[config.mk]
export PLATFORM = sky130hd
export DESIGN_NAME = modular_exponentiation_core
export DESIGN_NICKNAME = d
export VERILOG_FILES = /design/src/design/mexp_pkg.sv /design/src/design/modular_exponentiation_core.sv /design/src/design/mexp_cell.sv
export SDC_FILE = /design/constraint.sdc
export NUM_CORES = 1
export LEC_CHECK = 0
export BUFFER_PORTS_ARGS = -buffer_cell sky130_fd_sc_hd__buf_2
export CAP_MARGIN = 25
export CORE_ASPECT_RATIO = 0.6
export CORE_MARGIN = 2
export CORE_UTILIZATION = 60
export DETAILED_ROUTE_END_ITERATION = 10
export PLACE_DENSITY = 0.78
export SETUP_SLACK_MARGIN = 0.15
export SLEW_MARGIN = 5
export SYNTH_ARGS = -nofsm -noshare
export SYNTH_HDL_FRONTEND = slang
export SYNTH_SLANG_ARGS = --single-unit
[constraint.sdc]
create_clock -name aclk -period 8.3 [get_ports aclk]
set_input_delay 0.83 -clock aclk [delete_from_list [all_inputs] [get_ports aclk]]
set_output_delay 0.83 -clock aclk [all_outputs]
set_load 0.01 [all_outputs]
[src/design/mexp_pkg.sv]
`timescale 1ns / 1ps
`default_nettype none
package mexp_pkg;
    localparam int OPW  = 32;
    localparam int CNTW = $clog2(OPW);

    typedef logic [OPW-1:0] word_t;

    // control into one multiplier cell
    typedef struct packed {
        logic start;
        logic mod_zero;
    } cell_ctl_t;
endpackage
`default_nettype wire

[src/design/modular_exponentiation_core.sv]
`timescale 1ns / 1ps
`default_nettype none
// channel   ports                           dir
// s_        s_valid s_ready s_base s_exponent  in
// m_        m_valid m_ready m_power_mod        out
// cfg_      cfg_valid cfg_ready cfg_data       in (modulus)
//
// for one word, each exponent bit runs
// two shift-add multiplier cells in parallel for 32 steps, plus one base reduction.
// a zero exponent skips the multiplier cells. reset sets modulus to 2, no clearing pass.
// a finished word waits in the output register; a stalled m_ready holds the next result.
module modular_exponentiation_core (
    input  wire             aclk,
    input  wire             aresetn,
    input  wire             s_valid,
    output logic            s_ready,
    input  mexp_pkg::word_t s_base,
    input  mexp_pkg::word_t s_exponent,
    output logic            m_valid,
    input  wire             m_ready,
    output mexp_pkg::word_t m_power_mod,
    input  wire             cfg_valid,
    output logic            cfg_ready,
    input  mexp_pkg::word_t cfg_data
);
    typedef enum logic [2:0] {S_IDLE, S_RED, S_STEP, S_MUL, S_DONE} state_t;

    state_t              state_reg;
    mexp_pkg::word_t     mod_reg;
    mexp_pkg::word_t     x_reg, q_reg, r_reg, out_reg;
    logic                out_valid_reg;
    mexp_pkg::cell_ctl_t ctl_a, ctl_b;
    mexp_pkg::word_t     a_in_a, b_in_a, prod_a, prod_b;
    logic                done_a, done_b, mz;

    assign mz        = (mod_reg == '0);
    assign s_ready   = (state_reg == S_IDLE);
    assign cfg_ready = 1'b1;
    assign m_valid   = out_valid_reg;
    assign m_power_mod = out_reg;

    // cell start controls and operands
    always_comb begin
        ctl_a.start    = 1'b0;
        ctl_a.mod_zero = mz;
        ctl_b.start    = 1'b0;
        ctl_b.mod_zero = mz;
        a_in_a         = r_reg;
        b_in_a         = q_reg;
        if (state_reg == S_IDLE && s_valid && s_exponent != '0) begin
            ctl_a.start = 1'b1;
            a_in_a      = mexp_pkg::word_t'(1);
            b_in_a      = s_base;
        end else if (state_reg == S_STEP && x_reg != '0) begin
            ctl_a.start = 1'b1;
            ctl_b.start = 1'b1;
        end
    end

    mexp_cell u_cell_a (
        .aclk(aclk), .aresetn(aresetn), .ctl(ctl_a), .a(a_in_a), .b(b_in_a),
        .modulus(mod_reg), .product(prod_a), .done(done_a)
    );

    mexp_cell u_cell_b (
        .aclk(aclk), .aresetn(aresetn), .ctl(ctl_b), .a(q_reg), .b(q_reg),
        .modulus(mod_reg), .product(prod_b), .done(done_b)
    );

    // sequencer and registered outputs
    always_ff @(posedge aclk) begin
        if (!aresetn) begin
            state_reg     <= S_IDLE;
            mod_reg       <= mexp_pkg::word_t'(2);
            out_valid_reg <= 1'b0;
        end else begin
            if (cfg_valid) begin
                mod_reg <= cfg_data;
            end
            // the done state reloads the output register itself
            if (out_valid_reg && m_ready && state_reg != S_DONE) begin
                out_valid_reg <= 1'b0;
            end
            case (state_reg)
                S_IDLE: begin
                    if (s_valid) begin
                        x_reg <= s_exponent;
                        if (s_exponent == '0) begin
                            r_reg     <= mexp_pkg::word_t'(1);
                            state_reg <= S_DONE;
                        end else begin
                            state_reg <= S_RED;
                        end
                    end
                end
                S_RED: begin
                    if (done_a) begin
                        q_reg     <= prod_a;
                        r_reg     <= (mod_reg == mexp_pkg::word_t'(1)) ? '0
                                     : mexp_pkg::word_t'(1);
                        state_reg <= S_STEP;
                    end
                end
                S_STEP: begin
                    state_reg <= (x_reg == '0) ? S_DONE : S_MUL;
                end
                S_MUL: begin
                    if (done_b) begin
                        if (x_reg[0]) begin
                            r_reg <= prod_a;
                        end
                        q_reg     <= prod_b;
                        x_reg     <= x_reg >> 1;
                        state_reg <= S_STEP;
                    end
                end
                S_DONE: begin
                    if (!out_valid_reg || m_ready) begin
                        out_reg       <= r_reg;
                        out_valid_reg <= 1'b1;
                        state_reg     <= S_IDLE;
                    end
                end
                default: state_reg <= S_IDLE;
            endcase
        end
    end
endmodule
`default_nettype wire

[src/design/mexp_cell.sv]
`timescale 1ns / 1ps
`default_nettype none
module mexp_cell (
    input  wire                 aclk,
    input  wire                 aresetn,
    input  mexp_pkg::cell_ctl_t ctl,
    input  mexp_pkg::word_t     a,
    input  mexp_pkg::word_t     b,
    input  mexp_pkg::word_t     modulus,
    output mexp_pkg::word_t     product,
    output logic                done
);
    logic                     busy_reg, busy_next;
    logic                     done_reg, done_next;
    logic [mexp_pkg::CNTW-1:0] cnt_reg, cnt_next;
    mexp_pkg::word_t          acc_reg, acc_next;
    mexp_pkg::word_t          a_reg, a_next;
    mexp_pkg::word_t          b_reg, b_next;
    mexp_pkg::word_t          m_reg, m_next;
    logic                     mz_reg, mz_next;
    logic [mexp_pkg::OPW:0]   dbl_sum, add_sum;
    mexp_pkg::word_t          dbl_val, add_val;

    // one shift-add step: acc = 2*acc (+ a) mod m
    always_comb begin
        dbl_sum = {acc_reg, 1'b0};
        if (!mz_reg && dbl_sum >= {1'b0, m_reg}) begin
            dbl_sum = dbl_sum - {1'b0, m_reg};
        end
        dbl_val = dbl_sum[mexp_pkg::OPW-1:0];
        add_sum = {1'b0, dbl_val} + {1'b0, a_reg};
        if (!mz_reg && add_sum >= {1'b0, m_reg}) begin
            add_sum = add_sum - {1'b0, m_reg};
        end
        add_val = b_reg[mexp_pkg::OPW-1] ? add_sum[mexp_pkg::OPW-1:0] : dbl_val;
    end

    // sequencing of the bit steps
    always_comb begin
        busy_next = busy_reg;
        done_next = 1'b0;
        cnt_next  = cnt_reg;
        acc_next  = acc_reg;
        a_next    = a_reg;
        b_next    = b_reg;
        m_next    = m_reg;
        mz_next   = mz_reg;
        if (ctl.start) begin
            busy_next = 1'b1;
            cnt_next  = '0;
            acc_next  = '0;
            a_next    = a;
            b_next    = b;
            m_next    = modulus;
            mz_next   = ctl.mod_zero;
        end else if (busy_reg) begin
            acc_next = add_val;
            b_next   = {b_reg[mexp_pkg::OPW-2:0], 1'b0};
            cnt_next = cnt_reg + 1'b1;
            if (cnt_reg == mexp_pkg::CNTW'(mexp_pkg::OPW - 1)) begin
                busy_next = 1'b0;
                done_next = 1'b1;
            end
        end
    end

    always_ff @(posedge aclk) begin
        if (!aresetn) begin
            busy_reg <= 1'b0;
            done_reg <= 1'b0;
            cnt_reg  <= '0;
        end else begin
            busy_reg <= busy_next;
            done_reg <= done_next;
            cnt_reg  <= cnt_next;
        end
        acc_reg <= acc_next;
        a_reg   <= a_next;
        b_reg   <= b_next;
        m_reg   <= m_next;
        mz_reg  <= mz_next;
    end

    assign product = acc_reg;
    assign done    = done_reg;
endmodule
`default_nettype wire

==> impl_metrics.yaml <==
grt:
  antenna_found_initial: 3
  grt_overflow: 0
  grt-busiest-layer: "met2"
  globalRouteMet3Util: 0.07920
  grt_max_degree: 67
  grt_usage: 0.3610
  grt_use_met2: 0.5429
  met1_usage: 0.5273
  grt_pass1_vias: 21846
  grt_pass1_wl_um: 131700
worst_setup_path:
  r2r_slack_ns: 0.37
  slowest_stage: "or4_4"
  path_depth: 35
  path_buf_inv: 8
  cp_data_arrival_time_ns: 8.39
  worstSetupPathType: "register to register"
  path_common_cell: "o21ai_0"
  cp_top_family: "compound AO/OA/AOI/OAI gates"
  end_kind: "register"
  max_stage_delay_ns: 0.59
  required_ns: 8.76
  r2r-start: "u_cell_a.m_reg[15]"
  r2r_cells: 35
  crit_path_end: "u_cell_a.product[2]"
  crit_fanout: 20
  start_kind: "register"
  timing.rr.end: "u_cell_a.product[2]"
  crit_start: "u_cell_a.m_reg[15]"
logic_synthesis:
  ys_ff_latch: 436
  async_reset_ff_frac: 0
  yosys_warnings: 0
  synth.top_cell.area_share: 0.3477
  synth_top_cells_by_area: "edfxtp_1 (35%), ha_1 (8.8%), dfxtp_1 (8.2%)"
  avgSynthCellArea_um2: 9.962
  synth_cell_types: 93
  synth_area_um2: 27810
  postSynthCellCount: 2792
  synthFlopType: "edfxtp_1"
  synthMostInstantiatedCell: "edfxtp_1"
  synth_nets: 3095
  synth.yosys.seq_area_share: 0.4297
  synth_common_cells: "edfxtp_1 (322), a21oi_1 (240), nand2_1 (232), ha_1 (196), nor2_1 (177)"
  synth_top_cell_by_area: "edfxtp_1"
  synth_edf_count: 322
layout:
  post-route-util: 0.6848
  area_growth_pct: 13.31
  final_cells: 3633
  nets: 3271
  final_layout_size_suffix_gt1_frac: 0.1753
  num-fill-cells: 3539
routing:
  drt_first_iter_violations: 3164
  wl_per_cell_um: 24.68
  drcViolationCount: 0
  vias: 23861
  first_pass_iters: 6
  via_per_inst: 6.568
  ant_nets: 0
  routed_wirelength_um: 89680
clock_network:
  clk_pin_slew_ns: 0.07
  cts_tree: "done"
  htree_levels: 2
  cts_made_buffers: 42
  clockBufferDepth: 3
  clock_latency_ns: 0.56
  postCtsHoldBufs: 0
  cts_sinks: 436
  cts_root_buf: "clkbuf_16"
floorplanning:
  dieArea_um2: 48150
  start_util: 0.6043
  die_w_um: 282.0
  fp.dieH_um: 170.8
  fp.coreArea_um2: 46020
  rows: 61
  boundaryPins: 136
placed_design:
  dp.cells: 3538
  dp_hpwl_um: 66200
  io_buffers: 134
  routabilityCongestion: 1.029
timing:
  finalMaxSlewViolations: 0
  finalHoldViolCount: 0
  max_slew_margin: 0.3353
  grt_setup_unrepaired: "yes"
  fin_crit_sh: 0.9558
  worstMarginPinSlew_ns: 0.9895
  period_minus_slack_ns: 7.933
  setup_viol: 0
  fin_skew_ns: 0.02470
  max_freq_mhz: 126.1
hold_path:
  hold_path.class: "register to register"
status:
  outcome: "finished, final reports clean"
flow_run:
  maxCapViolations: 0
[layer usage]
metal  wire length (µm)  share of wire
met4               2377          0.027
met1              39190           0.44
met3               9945           0.11
met5                 13        0.00014
met2              38150           0.43
[cell type report]
class / instances / area [µm²] / area share
Sequential cell: 436 / 11950 / 0.3793
Inverter: 134 / 506.7 / 0.01608
Clock inverter: 23 / 274.0 / 0.008695
Antenna cell: 2 / 5.005 / 0.0001588
Clock buffer: 54 / 1149 / 0.03645
Tap cell: 630 / 788.3 / 0.02501
Timing Repair Buffer: 231 / 1498 / 0.04752
Multi-Input combinational cell: 2123 / 15340 / 0.4868
[worst reg2reg max path: cells and delay by family (launching register included)]
family,cells,cell delay [ns]
AOI/OAI and AO/OA,14,2.94
and+or+nand+nor,8,1.99
buffers and inverters,8,1.33
adders and majority gates,3,1.00
DFF,1,0.32
xor gates and xnor gates,1,0.14
muxes,1,0.10
[per-stage QoR]
stage          setup slack (ns)  hold WS (ns)  setup TNS, ns  area [µm²]
2_1_floorplan             1.507        0.4174              0       27810
3_3_place_gp            -0.5649        0.4238         -11.13       29510
3_5_place_dp            -0.5229        0.4233         -8.945       29510
4_1_cts                  0.2224        0.4398              0       30980
5_1_grt                  0.1159        0.4525              0       31510
6_report                 0.3669        0.4380              0       31520
[worst min-delay path by stage]
stage                     cells after the start      start  slack [ns]                 to
after floorplan                               0   q_reg[0]        0.42  u_cell_b.a_reg[0]
after global placement                        0   r_reg[7]        0.42     m_power_mod[7]
after detailed placement                      0  r_reg[25]        0.42    m_power_mod[25]
after CTS                                     0   r_reg[4]        0.44     m_power_mod[4]
after global routing                          0   r_reg[9]        0.45     m_power_mod[9]
final                                         0  r_reg[25]        0.44    m_power_mod[25]
[cells by family after synthesis]
kind of cell	after synthesis	share of synthesized area
AO/OA/AOI/OAI	798	0.1871
flip-flops	436	0.4297
adder cells (fa/ha/maj)	202	0.09249
XOR/XNOR	166	0.05227
buffers and inverters	234	0.03455
AND/OR/NAND/NOR	781	0.1359
other	1	0.0001348
multiplexers	174	0.06788
[repair_timing]
item | CTS | global route
setup endpoints to repair | 32 | 63
resized for setup | 12 | 73
cloned | 0 | 3
setup buffers | 0 | 12
pin swaps | 0 | 16
[cells in the final DEF, fill, tap and decap left out, types with 105 or more instances in the layout]
cell / count
a21oi_1: 233
buf_2: 135
dfxtp_1: 112
edfxtp_1: 322
ha_1: 181
inv_1: 131
mux2_2: 115
nand2_1: 231
nor2_1: 172
o21ai_0: 137
xnor2_1: 105
Power is not shown: default switching activity piles up to over one toggle a cycle in this logic, so the estimate is an artifact.
